<file path="src/rtl/cle_pkg.sv">
// Shared types, character codes and microcode table for the console line editor.
`default_nettype none

package cle_pkg;

   // Default line capacity in bytes
   localparam int CLE_LINE_MAX = 64;

   // Microcode step counter width
   localparam int UPC_W = 4;

   // Character codes
   localparam logic [7:0] CH_CR    = 8'd13;
   localparam logic [7:0] CH_LF    = 8'd10;
   localparam logic [7:0] CH_HASH  = 8'd35;
   localparam logic [7:0] CH_BS    = 8'd8;
   localparam logic [7:0] CH_DEL   = 8'd127;
   localparam logic [7:0] CH_SPACE = 8'd32;

   typedef logic [UPC_W-1:0] upc_type;

   typedef enum logic [2:0] {
      ECHO_NONE,
      ECHO_KEY,
      ECHO_CR,
      ECHO_LF,
      ECHO_HASH,
      ECHO_BS,
      ECHO_SP,
      ECHO_IDX
   } echo_sel_type;

   typedef enum logic [1:0] {
      LAST_NO,
      LAST_YES,
      LAST_LINE_END
   } last_sel_type;

   typedef enum logic [1:0] {
      LEN_HOLD,
      LEN_INC,
      LEN_DEC,
      LEN_CLR
   } len_op_type;

   typedef enum logic [1:0] {
      IDX_HOLD,
      IDX_CLR,
      IDX_INC
   } idx_op_type;

   typedef enum logic [2:0] {
      COND_NEXT,
      COND_ALWAYS,
      COND_IS_CR,
      COND_IS_BS,
      COND_FULL,
      COND_EMPTY,
      COND_LT2,
      COND_MORE
   } cond_type;

   // One control word of the microprogram
   typedef struct packed {
      logic         accept;
      logic         emit;
      echo_sel_type echo_sel;
      logic         line_out;
      last_sel_type last_sel;
      logic         wr;
      len_op_type   len_op;
      idx_op_type   idx_op;
      cond_type     cond;
      upc_type      target;
   } uop_type;

   // Datapath flags seen by the sequencer
   typedef struct packed {
      logic is_cr;
      logic is_bs;
      logic full;
      logic empty;
      logic lt2;
      logic more;
      logic slot_busy;
   } status_type;

   // Step addresses
   localparam upc_type STEP_IDLE        = 4'd0;
   localparam upc_type STEP_DISPATCH_CR = 4'd1;
   localparam upc_type STEP_DISPATCH_BS = 4'd2;
   localparam upc_type STEP_CHECK_FULL  = 4'd3;
   localparam upc_type STEP_STORE       = 4'd4;
   localparam upc_type STEP_BS_CHECK    = 4'd5;
   localparam upc_type STEP_BS_ERASE    = 4'd6;
   localparam upc_type STEP_BS_SPACE    = 4'd7;
   localparam upc_type STEP_BS_BACK     = 4'd8;
   localparam upc_type STEP_CR_CHECK    = 4'd9;
   localparam upc_type STEP_LINE_READ   = 4'd10;
   localparam upc_type STEP_LINE_EMIT   = 4'd11;
   localparam upc_type STEP_LINE_DONE   = 4'd12;
   localparam upc_type STEP_PROMPT_CR   = 4'd13;
   localparam upc_type STEP_PROMPT_LF   = 4'd14;
   localparam upc_type STEP_PROMPT_HASH = 4'd15;

   localparam uop_type UOP_NOP = '{
      accept:   1'b0,
      emit:     1'b0,
      echo_sel: ECHO_NONE,
      line_out: 1'b0,
      last_sel: LAST_NO,
      wr:       1'b0,
      len_op:   LEN_HOLD,
      idx_op:   IDX_HOLD,
      cond:     COND_NEXT,
      target:   STEP_IDLE
   };

   // Microprogram ROM
   function automatic uop_type cle_rom(input upc_type step);
      uop_type w;
      w = UOP_NOP;
      case (step)
         STEP_IDLE: begin
            w.accept = 1'b1;
         end
         STEP_DISPATCH_CR: begin
            w.cond   = COND_IS_CR;
            w.target = STEP_CR_CHECK;
         end
         STEP_DISPATCH_BS: begin
            w.cond   = COND_IS_BS;
            w.target = STEP_BS_CHECK;
         end
         STEP_CHECK_FULL: begin
            w.cond   = COND_FULL;
            w.target = STEP_IDLE;
         end
         STEP_STORE: begin
            w.emit     = 1'b1;
            w.echo_sel = ECHO_KEY;
            w.last_sel = LAST_YES;
            w.wr       = 1'b1;
            w.len_op   = LEN_INC;
            w.cond     = COND_ALWAYS;
            w.target   = STEP_IDLE;
         end
         STEP_BS_CHECK: begin
            w.cond   = COND_EMPTY;
            w.target = STEP_IDLE;
         end
         STEP_BS_ERASE: begin
            w.emit     = 1'b1;
            w.echo_sel = ECHO_BS;
            w.len_op   = LEN_DEC;
         end
         STEP_BS_SPACE: begin
            w.emit     = 1'b1;
            w.echo_sel = ECHO_SP;
         end
         STEP_BS_BACK: begin
            w.emit     = 1'b1;
            w.echo_sel = ECHO_BS;
            w.last_sel = LAST_YES;
            w.cond     = COND_ALWAYS;
            w.target   = STEP_IDLE;
         end
         STEP_CR_CHECK: begin
            w.idx_op = IDX_CLR;
            w.cond   = COND_LT2;
            w.target = STEP_PROMPT_CR;
         end
         STEP_LINE_READ: begin
            w = UOP_NOP;
         end
         STEP_LINE_EMIT: begin
            w.emit     = 1'b1;
            w.echo_sel = ECHO_IDX;
            w.line_out = 1'b1;
            w.last_sel = LAST_LINE_END;
            w.idx_op   = IDX_INC;
            w.cond     = COND_MORE;
            w.target   = STEP_LINE_READ;
         end
         STEP_LINE_DONE: begin
            w.len_op = LEN_CLR;
            w.cond   = COND_ALWAYS;
            w.target = STEP_IDLE;
         end
         STEP_PROMPT_CR: begin
            w.emit     = 1'b1;
            w.echo_sel = ECHO_CR;
            w.len_op   = LEN_CLR;
         end
         STEP_PROMPT_LF: begin
            w.emit     = 1'b1;
            w.echo_sel = ECHO_LF;
         end
         STEP_PROMPT_HASH: begin
            w.emit     = 1'b1;
            w.echo_sel = ECHO_HASH;
            w.last_sel = LAST_YES;
            w.cond     = COND_ALWAYS;
            w.target   = STEP_IDLE;
         end
         default: begin
            w = UOP_NOP;
         end
      endcase
      return w;
   endfunction

endpackage

`default_nettype wire

</file>
<file path="src/rtl/cle_ram.sv">
// Generic single-write, single-read RAM with registered read data.
`default_nettype none

module cle_ram #(
   parameter int WIDTH = 8,
   parameter int DEPTH = 64
) (
   input  wire logic                     clock,
   input  wire logic                     wr_en,
   input  wire logic [$clog2(DEPTH)-1:0] wr_addr,
   input  wire logic [WIDTH-1:0]         wr_data,
   input  wire logic [$clog2(DEPTH)-1:0] rd_addr,
   output logic      [WIDTH-1:0]         rd_data
);

   logic [WIDTH-1:0] mem_ff [DEPTH];
   logic [WIDTH-1:0] rd_data_ff;

   // Write port and registered read port
   always_ff @(posedge clock) begin
      if (wr_en) begin
         mem_ff[wr_addr] <= wr_data;
      end
      rd_data_ff <= mem_ff[rd_addr];
   end

   assign rd_data = rd_data_ff;

endmodule

`default_nettype wire

</file>
<file path="src/rtl/cle_sequencer.sv">
// Microcode sequencer: step counter, control ROM lookup and conditional jumps.
`default_nettype none

module cle_sequencer (
   input  wire logic                clock,
   input  wire logic                reset,
   input  wire logic                req_valid,
   input  wire cle_pkg::status_type status,
   output cle_pkg::uop_type         uop,
   output logic                     fire
);
   import cle_pkg::*;

   upc_type upc_ff;
   upc_type upc_in;
   logic    take;

   // Fetch the current control word
   assign uop = cle_rom(upc_ff);

   // Hold the step while waiting on an input transfer or a busy result slot
   always_comb begin
      fire = 1'b1;
      if (uop.accept && !req_valid) begin
         fire = 1'b0;
      end
      if (uop.emit && status.slot_busy) begin
         fire = 1'b0;
      end
   end

   // Evaluate the jump condition
   always_comb begin
      case (uop.cond)
         COND_NEXT:   take = 1'b0;
         COND_ALWAYS: take = 1'b1;
         COND_IS_CR:  take = status.is_cr;
         COND_IS_BS:  take = status.is_bs;
         COND_FULL:   take = status.full;
         COND_EMPTY:  take = status.empty;
         COND_LT2:    take = status.lt2;
         COND_MORE:   take = status.more;
         default:     take = 1'b0;
      endcase
   end

   // Advance or jump
   always_comb begin
      upc_in = upc_ff;
      if (fire) begin
         upc_in = take ? uop.target : upc_ff + upc_type'(1);
      end
   end

   always_ff @(posedge clock) begin
      if (reset) begin
         upc_ff <= STEP_IDLE;
      end else begin
         upc_ff <= upc_in;
      end
   end

endmodule

`default_nettype wire

</file>
<file path="src/rtl/cle_datapath.sv">
// Datapath: key register, line length and index counters, line store and result register.
`default_nettype none

module cle_datapath #(
   parameter int LINE_MAX = cle_pkg::CLE_LINE_MAX
) (
   input  wire logic             clock,
   input  wire logic             reset,
   input  wire logic [7:0]       req_rx_byte,
   input  wire cle_pkg::uop_type uop,
   input  wire logic             fire,
   output cle_pkg::status_type   status,
   output logic                  rsp_valid,
   input  wire logic             rsp_ready,
   output logic                  rsp_echo_valid,
   output logic [7:0]            rsp_echo_byte,
   output logic                  rsp_line_valid,
   output logic [7:0]            rsp_line_byte,
   output logic                  rsp_line_end,
   output logic                  rsp_last
);
   import cle_pkg::*;

   localparam int AW    = $clog2(LINE_MAX);
   localparam int LEN_W = $clog2(LINE_MAX + 1);

   logic [7:0]       key_ff;
   logic [LEN_W-1:0] len_ff;
   logic [LEN_W-1:0] len_in;
   logic [AW-1:0]    idx_ff;
   logic [AW-1:0]    idx_in;
   logic [7:0]       rd_data;
   logic             load;

   logic             echo_v;
   logic [7:0]       echo_b;
   logic             last_v;

   logic             rsp_valid_ff;
   logic             rsp_valid_in;
   logic             echo_valid_ff;
   logic [7:0]       echo_byte_ff;
   logic             line_valid_ff;
   logic [7:0]       line_byte_ff;
   logic             line_end_ff;
   logic             last_ff;

   // Line store
   cle_ram #(
      .WIDTH(8),
      .DEPTH(LINE_MAX)
   ) u_line_ram (
      .clock   (clock),
      .wr_en   (fire && uop.wr),
      .wr_addr (len_ff[AW-1:0]),
      .wr_data (key_ff),
      .rd_addr (idx_ff),
      .rd_data (rd_data)
   );

   // Flags for the sequencer
   always_comb begin
      status.is_cr     = (key_ff == CH_CR);
      status.is_bs     = (key_ff == CH_BS) || (key_ff == CH_DEL);
      status.full      = (len_ff == LEN_W'(LINE_MAX));
      status.empty     = (len_ff == '0);
      status.lt2       = (len_ff < LEN_W'(2));
      status.more      = ((LEN_W'(idx_ff) + LEN_W'(1)) != len_ff);
      status.slot_busy = rsp_valid_ff && !rsp_ready;
   end

   assign load = fire && uop.emit;

   // Select the echo byte
   always_comb begin
      echo_v = 1'b1;
      echo_b = 8'd0;
      case (uop.echo_sel)
         ECHO_NONE: echo_v = 1'b0;
         ECHO_KEY:  echo_b = key_ff;
         ECHO_CR:   echo_b = CH_CR;
         ECHO_LF:   echo_b = CH_LF;
         ECHO_HASH: echo_b = CH_HASH;
         ECHO_BS:   echo_b = CH_BS;
         ECHO_SP:   echo_b = CH_SPACE;
         ECHO_IDX: begin
            if (idx_ff == '0) begin
               echo_b = CH_CR;
            end else if (idx_ff == AW'(1)) begin
               echo_b = CH_LF;
            end else begin
               echo_v = 1'b0;
            end
         end
         default:   echo_v = 1'b0;
      endcase
   end

   // Select the last flag
   always_comb begin
      case (uop.last_sel)
         LAST_NO:       last_v = 1'b0;
         LAST_YES:      last_v = 1'b1;
         LAST_LINE_END: last_v = !status.more;
         default:       last_v = 1'b0;
      endcase
   end

   // Update the length and index counters
   always_comb begin
      len_in = len_ff;
      idx_in = idx_ff;
      if (fire) begin
         case (uop.len_op)
            LEN_HOLD: len_in = len_ff;
            LEN_INC:  len_in = len_ff + LEN_W'(1);
            LEN_DEC:  len_in = len_ff - LEN_W'(1);
            LEN_CLR:  len_in = '0;
            default:  len_in = len_ff;
         endcase
         case (uop.idx_op)
            IDX_HOLD: idx_in = idx_ff;
            IDX_CLR:  idx_in = '0;
            IDX_INC:  idx_in = idx_ff + AW'(1);
            default:  idx_in = idx_ff;
         endcase
      end
   end

   // Hold the result until its transfer; drop valid once taken
   always_comb begin
      if (load) begin
         rsp_valid_in = 1'b1;
      end else if (rsp_ready) begin
         rsp_valid_in = 1'b0;
      end else begin
         rsp_valid_in = rsp_valid_ff;
      end
   end

   always_ff @(posedge clock) begin
      if (reset) begin
         len_ff       <= '0;
         idx_ff       <= '0;
         rsp_valid_ff <= 1'b0;
      end else begin
         len_ff       <= len_in;
         idx_ff       <= idx_in;
         rsp_valid_ff <= rsp_valid_in;
      end
   end

   // Payload registers
   always_ff @(posedge clock) begin
      if (fire && uop.accept) begin
         key_ff <= req_rx_byte;
      end
      if (load) begin
         echo_valid_ff <= echo_v;
         echo_byte_ff  <= echo_v ? echo_b : 8'd0;
         line_valid_ff <= uop.line_out;
         line_byte_ff  <= uop.line_out ? rd_data : 8'd0;
         line_end_ff   <= uop.line_out && !status.more;
         last_ff       <= last_v;
      end
   end

   assign rsp_valid      = rsp_valid_ff;
   assign rsp_echo_valid = echo_valid_ff;
   assign rsp_echo_byte  = echo_byte_ff;
   assign rsp_line_valid = line_valid_ff;
   assign rsp_line_byte  = line_byte_ff;
   assign rsp_line_end   = line_end_ff;
   assign rsp_last       = last_ff;

endmodule

`default_nettype wire

</file>
<file path="src/rtl/console_line_editor.sv">
// An ordinary byte passes the CR, backspace and full checks and is then echoed and stored.
// A backspace echoes BS, space and BS; a carriage return on a line of under two bytes echoes CR, LF and #.
// A completed line of N bytes sends each line byte through a store read step and an emit
// step in the microprogram loop. Stalls on rsp_ready hold any emit step.
// Reset (synchronous) returns the step counter to idle and clears the line length;
// the line store is not cleared and is ready at once.
`default_nettype none

module console_line_editor #(
   parameter int LINE_MAX = cle_pkg::CLE_LINE_MAX
) (
   input  wire logic       clock,
   input  wire logic       reset,
   input  wire logic       req_valid,
   output logic            req_ready,
   input  wire logic [7:0] req_rx_byte,
   output logic            rsp_valid,
   input  wire logic       rsp_ready,
   output logic            rsp_echo_valid,
   output logic [7:0]      rsp_echo_byte,
   output logic            rsp_line_valid,
   output logic [7:0]      rsp_line_byte,
   output logic            rsp_line_end,
   output logic            rsp_last
);
   import cle_pkg::*;

   uop_type    uop;
   status_type status;
   logic       fire;

   // Control sequencer
   cle_sequencer u_sequencer (
      .clock     (clock),
      .reset     (reset),
      .req_valid (req_valid),
      .status    (status),
      .uop       (uop),
      .fire      (fire)
   );

   // Datapath
   cle_datapath #(
      .LINE_MAX(LINE_MAX)
   ) u_datapath (
      .clock          (clock),
      .reset          (reset),
      .req_rx_byte    (req_rx_byte),
      .uop            (uop),
      .fire           (fire),
      .status         (status),
      .rsp_valid      (rsp_valid),
      .rsp_ready      (rsp_ready),
      .rsp_echo_valid (rsp_echo_valid),
      .rsp_echo_byte  (rsp_echo_byte),
      .rsp_line_valid (rsp_line_valid),
      .rsp_line_byte  (rsp_line_byte),
      .rsp_line_end   (rsp_line_end),
      .rsp_last       (rsp_last)
   );

   // Take an input transfer only in the idle step
   assign req_ready = uop.accept;

endmodule

`default_nettype wire

</file>
<file path="config.mk">
export PLATFORM = sky130hd
export DESIGN_NAME = console_line_editor
export DESIGN_NICKNAME = d
export VERILOG_FILES = /design/src/rtl/cle_pkg.sv /design/src/rtl/cle_ram.sv /design/src/rtl/cle_sequencer.sv /design/src/rtl/cle_datapath.sv /design/src/rtl/console_line_editor.sv
export SDC_FILE = /design/constraint.sdc
export NUM_CORES = 1
export LEC_CHECK = 0
export BUFFER_PORTS_ARGS = -buffer_cell sky130_fd_sc_hd__buf_4
export CAP_MARGIN = 10
export CORE_UTILIZATION = 57
export CTS_CLUSTER_DIAMETER = 50
export CTS_CLUSTER_SIZE = 16
export DETAILED_ROUTE_END_ITERATION = 10
export PLACE_DENSITY = 0.76
export SLEW_MARGIN = 10
export SYNTH_ARGS = -nofsm -noshare
export SYNTH_HDL_FRONTEND = slang
export SYNTH_HIERARCHICAL = 1
export SYNTH_SLANG_ARGS = --single-unit
</file>
<file path="constraint.sdc">
create_clock -name clock -period 3.4 [get_ports clock]
set_input_delay 0.34 -clock clock [delete_from_list [all_inputs] [get_ports clock]]
set_output_delay 0.34 -clock clock [all_outputs]
set_load 0.01 [all_outputs]
</file>
# Yosys cells after proc, flatten, opt, wreduce, memory -nomap -nowiden
# Memory sizes are Yosys's and may differ from the RTL's. A register that Yosys moved wholly into a read port is not among the register bits.
# Cells that the tools add are included.
# totals
register_bits,46
ramBits,512
inputBits,12
word_cells,110
memories,1
# mem_list
memory,words,word_bits,rd,rd_clocked_by_memory_dff,wr,line_no,source
u_datapath.u_line_ram.mem_ff,64,8,1,1,1,cle_ram.sv:16,logic [WIDTH-1:0] mem_ff [DEPTH];
# op_classes
addsub,5
magnitude_cmp,1
n_eq_ne,41
mux,25
bitwise_logic,1
reduce_logical,25
# ops
operator,count
$pmux 8 s7,1
$pmux 7 s7,1
$eq 4x4->1 const B,7
$pmux 4 s7,1
$eq 3x3->1 const B,8
$pmux 7 s3,1
$eq 4x3->1 const B,4
$eq 8x4->1 const B,2
$eq 3x2->1 const B,4
$pmux 6 s2,1
$mux 1,11
$eq 2x2->1 const B,4
$eq 4x2->1 const B,2
$eq 8x7->1 const B,1
$mux 4,2
$mux 8,1
$pmux 1 s8,1
$pmux 2 s2,2
$add 6x1->7 const B,1
$add 7x1->7 const B,1
$eq 7x7->1 const B,1
$logic_and 1x1->1,7
$logic_not 7->1,1
$lt 7x2->1 const B,1
22 further kinds,32

# Logic depth before layout (Yosys ltp)
# depth
word_depth,8
mapped_depth,12
depth_no_buf,11

# By module
# Netlist, hierarchy kept.
# by_module_without_submodules
mod,instances,cells_per_inst,area_each_um2,seq_area_each_um2
cle_ram,1,940,20166.8,15534.9
cle_datapath,1,221,2262.2,1121.1
cle_sequencer,1,109,711.9,80.1

# Worst setup path after synthesis
# Ideal clock, no wire load.
# synth_path
path_type,register -> register
startpoint,register u_sequencer.upc_ff[0]
endpoint,memory u_datapath.u_line_ram.mem_ff[62][0] (enable)
arrival_time_ps,2914
slack_ps,116
path_stages_with_launch,11
path_buffers,0
period_less_slack_ps,3284
path_cell_list,dfxtp_1 -> inv_1 -> ha_1 -> or3b_1 -> a211oi_1 -> o31ai_1 -> inv_1 -> and2_1 -> nor2b_1 -> nand3_1 -> nor2_1
# synth_between
elab_chain_len,8
word_cells_on_any_way,20
# synth_rtl
element,line_no,source
from (decl),cle_sequencer.sv:14,upc_type upc_ff;
from (signal assigned),cle_sequencer.sv:59,upc_ff <= upc_in;
$eq 4x3->1 (tied with other cells),cle_pkg.sv:123,case (step)
$reduce_or 2->1 (no line) / $mux 1 (equally long branches),n/a,
$pmux 4 s7 / $logic_and 1x1->1 (equally long branches),"cle_pkg.sv:123, cle_sequencer.sv:24",
$logic_and 1x1->1 / $mux 1 (equally long branches),"cle_sequencer.sv:27, cle_sequencer.sv:24",
$mux 1 (*),cle_sequencer.sv:27,if (uop.emit && status.slot_busy) begin
net fire,console_line_editor.sv:30,logic fire;
$logic_and 1x1->1 (*),cle_datapath.sv:54,".wr_en (fire && uop.wr),"
$mux 1 (*),cle_ram.sv:21,if (wr_en) begin
$mux 1 (not written as such) (*),cle_ram.sv:22,mem_ff[wr_addr] <= wr_data;
to (decl),cle_ram.sv:16,
# Mark *: on every way through the listed nets, which the timed path passes. The rest lies on a longest branch.

# Worst setup path after layout
# layout_path
startpoint,register u_sequencer.upc_ff[0]
endpoint,memory u_datapath.u_line_ram.mem_ff[38][7] (enable)
# Same word-level chain as after synthesis.

==> impl_metrics.csv <==
group,metric,value,unit
clock_tree,cts_max_level,2,
worst_setup_path,worstSetupEndpointType,"register",
worst_setup_path,crit_family,"simple AND/OR/NAND/NOR gates",
timing,holdWs,92.3,ps
worst_setup_path,worstSetupStartpointType,"register",
power,p_leak,8.13,nW
place,port_buffers,33,
yosys,yosysWarnings,6,
timing,final_max_slew_viol_count,0,
clock_tree,cts_tree,"done",
yosys,syn_nets,1296,
worst_setup_path,cp_slowest_cell,"dfxtp_1",
grt,grt_pass1_wl,76.7,mm
clock_tree,cts.clk_slew.worst_paths,70,ps
route,vias,12500,
power,power.density,618,nW/um^2
worst_hold_path,min_path_type,"primary input to register",
place,dpl.hpwl,30.6,mm
cells_and_area,layout_common_cells,"edfxtp_1, buf_4, mux4_2, nor2_1, clkbuf_16",
worst_setup_path,critPathMaxStageDelay,410,ps
clock_tree,clock_path_buffers,3,
timing,relSlewSlack,44.8,%
flow_run,maxCapViolations,0,
clock_tree,root_buffer,"clkbuf_16",
place,place.gp.congestion,0.878,
cells_and_area,antenna_cells,0,
floorplanning,dieHeight,203,um
route,via_per_inst,6.41,
grt,grt_max_degree,67,
worst_setup_path,crit_required,3670,ps
worst_setup_path,path_cells,"inv_1 -> ha_1 -> buf_4 -> or3_1 -> a21oi_1 -> o31ai_1 -> inv_1 -> and2_1 -> nor2b_2 -> nand3_1 -> buf_4 -> nor2_2 -> buf_4",
clock_tree,cts_buffers,45,
grt,antenna_found_initial,0,
worst_setup_path,cp_data_arrival_time,3440,ps
timing,fin_skew,35.0,ps
floorplanning,initial_core_util,58.0,%
floorplanning,dieArea,41400,sq um
timing,period_share,93.0,%
clock_tree,clock_latency,580,ps
cells_and_area,area_delta_synth_final,12.4,%
route,drtPass1Iterations,5,
yosys,synth.avg_cell_area,18.2,sq um
cells_and_area,fill_cells,2544,
cells_and_area,regArea,16700,sq um
status,status,"completed",
timing,tightest_slew,808,ps
floorplanning,core_area,39900,sq um
worst_setup_path,crit_top_cell,"buf_4",
floorplanning,io_pins,34,
clock_tree,clock-sinks,566,
cells_and_area,final_common_cell,"edfxtp_1",
yosys,netlist_area,23100,sq um
timing,hold_viol_final,0,
floorplanning,num_rows,73,
route,drtIter0Drc,1412,
route,drc,0,
floorplanning,die_x,203,um
cells_and_area,stdcell_area,26000,sq um
timing,setup_viol,0,
timing,grt_setup_unrepaired,"no",
grt,track_usage,25.1,%
route,drt-total-wl,50.7,mm
timing,period_needed,3160,ps
cells_and_area,fin_nets,1428,
cells_and_area,multi_input_area,5940,sq um
place,placed_area,24500,sq um
cells_and_area,drive_above_1_share,26.0,%
grt,grt_overflow,0,
power,ir_worst_vdd,0.730,mV
yosys,syn-instance-count,1268,
route,wl_per_cell,26.0,um
grt,grt_pass1_vias,12300,
worst_setup_path,worst-path-buf-inv,5,
route,ant_nets,0,
timing,max_freq,316,MHz
timing,fin_setup_tns,0,ps
worst_setup_path,path_max_fanout,7,
worst_setup_path,critPathKind,"register to register",
## worst register-to-register path: cells and delay by family, from the launching register on
kind,cells,cell delay [ps]
adders and majority gates,1,220
DFF,1,410
buffers and inverters,5,760
and+or+nand+nor,5,1170
AOI/OAI and AO/OA,2,310
## report_power, final
group | leakage (nW) | switching [mW] | internal (mW)
clock | 0.676 | 2.39 | 2.67
sequential | 5.06 | 0.0942 | 8.72
combinational | 2.39 | 1.70 | 0.503
total | 8.13 | 4.18 | 11.9
## registers in the layout, summed over array words and instances, names as in the netlist
name and flops:
u_datapath/u_line_ram/mem_ff 512, u_datapath/rsp_line_end 1, u_datapath/idx_ff 6, u_datapath/rsp_last 1, u_sequencer/upc_ff 4, u_datapath/rsp_echo_byte 8, u_datapath/u_line_ram/rd_data 8, u_datapath/rsp_line_valid 1
u_datapath/rsp_valid 1, u_datapath/rsp_echo_valid 1, u_datapath/len_ff 7, u_datapath/rsp_line_byte 8, u_datapath/key_ff 8
## metrics by stage
step / worst slack [ps] / std cells / power (mW) / util, %
floorplan: 116 / 1268 / 10.1 / -
global placement: 107 / 1869 / 11.1 / 61.4
detailed placement: 31.9 / 1869 / 11.2 / 61.4
CTS: 89.7 / 1951 / 16.2 / 65.1
global route: 15.3 / 1951 / 16.6 / 65.1
finish: 238 / 1951 / 16.1 / 65.1
## path summary, 6_finish.rpt
check                                                              start                                            end  slack, ps  depth (start not counted)
worst max-delay path                  u_sequencer/upc_ff[0]$_SDFFE_PP0P_  u_datapath/u_line_ram/mem_ff[38][7]$_DFFE_PP_        240                         13
worst min-delay path                                           rsp_ready              u_datapath/rsp_valid$_SDFFE_PP0P_         90                          4
worst max register to register        u_sequencer/upc_ff[0]$_SDFFE_PP0P_  u_datapath/u_line_ram/mem_ff[38][7]$_DFFE_PP_        240                         13
worst min register to register  u_datapath/u_line_ram/rd_data[4]$_DFF_P_      u_datapath/rsp_line_byte[4]$_SDFFCE_PN0P_        520                          1
## repair_timing
action	4_1_cts	5_1_grt
buffers inserted	1	0
hold buffers	8	0
setup endpoints to repair	26	221
gates resized for setup	0	8
hold endpoints to repair	8	0
cloned	0	0
## final cells by class
type | instances | share of cell area (%)
Multi-Input combinational cell | 617 | 22.9
Clock inverter | 15 | 0.573
Sequential cell | 566 | 64.4
Clock buffer | 58 | 4.75
Timing Repair Buffer | 152 | 4.61
Inverter | 18 | 0.260
Tap cell | 525 | 2.53
## per-layer routing
layer | global-route usage [%] | vias up | wire [um]
met2 | 40.2 | 632 | 24700
met5 | 0 | - | 0
met3 | 3.98 | 97 | 4050
met4 | 7.28 | 0 | 1420
met1 | 36.1 | 6428 | 20500
li1 | - | 5351 | -
Power figures use the tool's default switching activity.
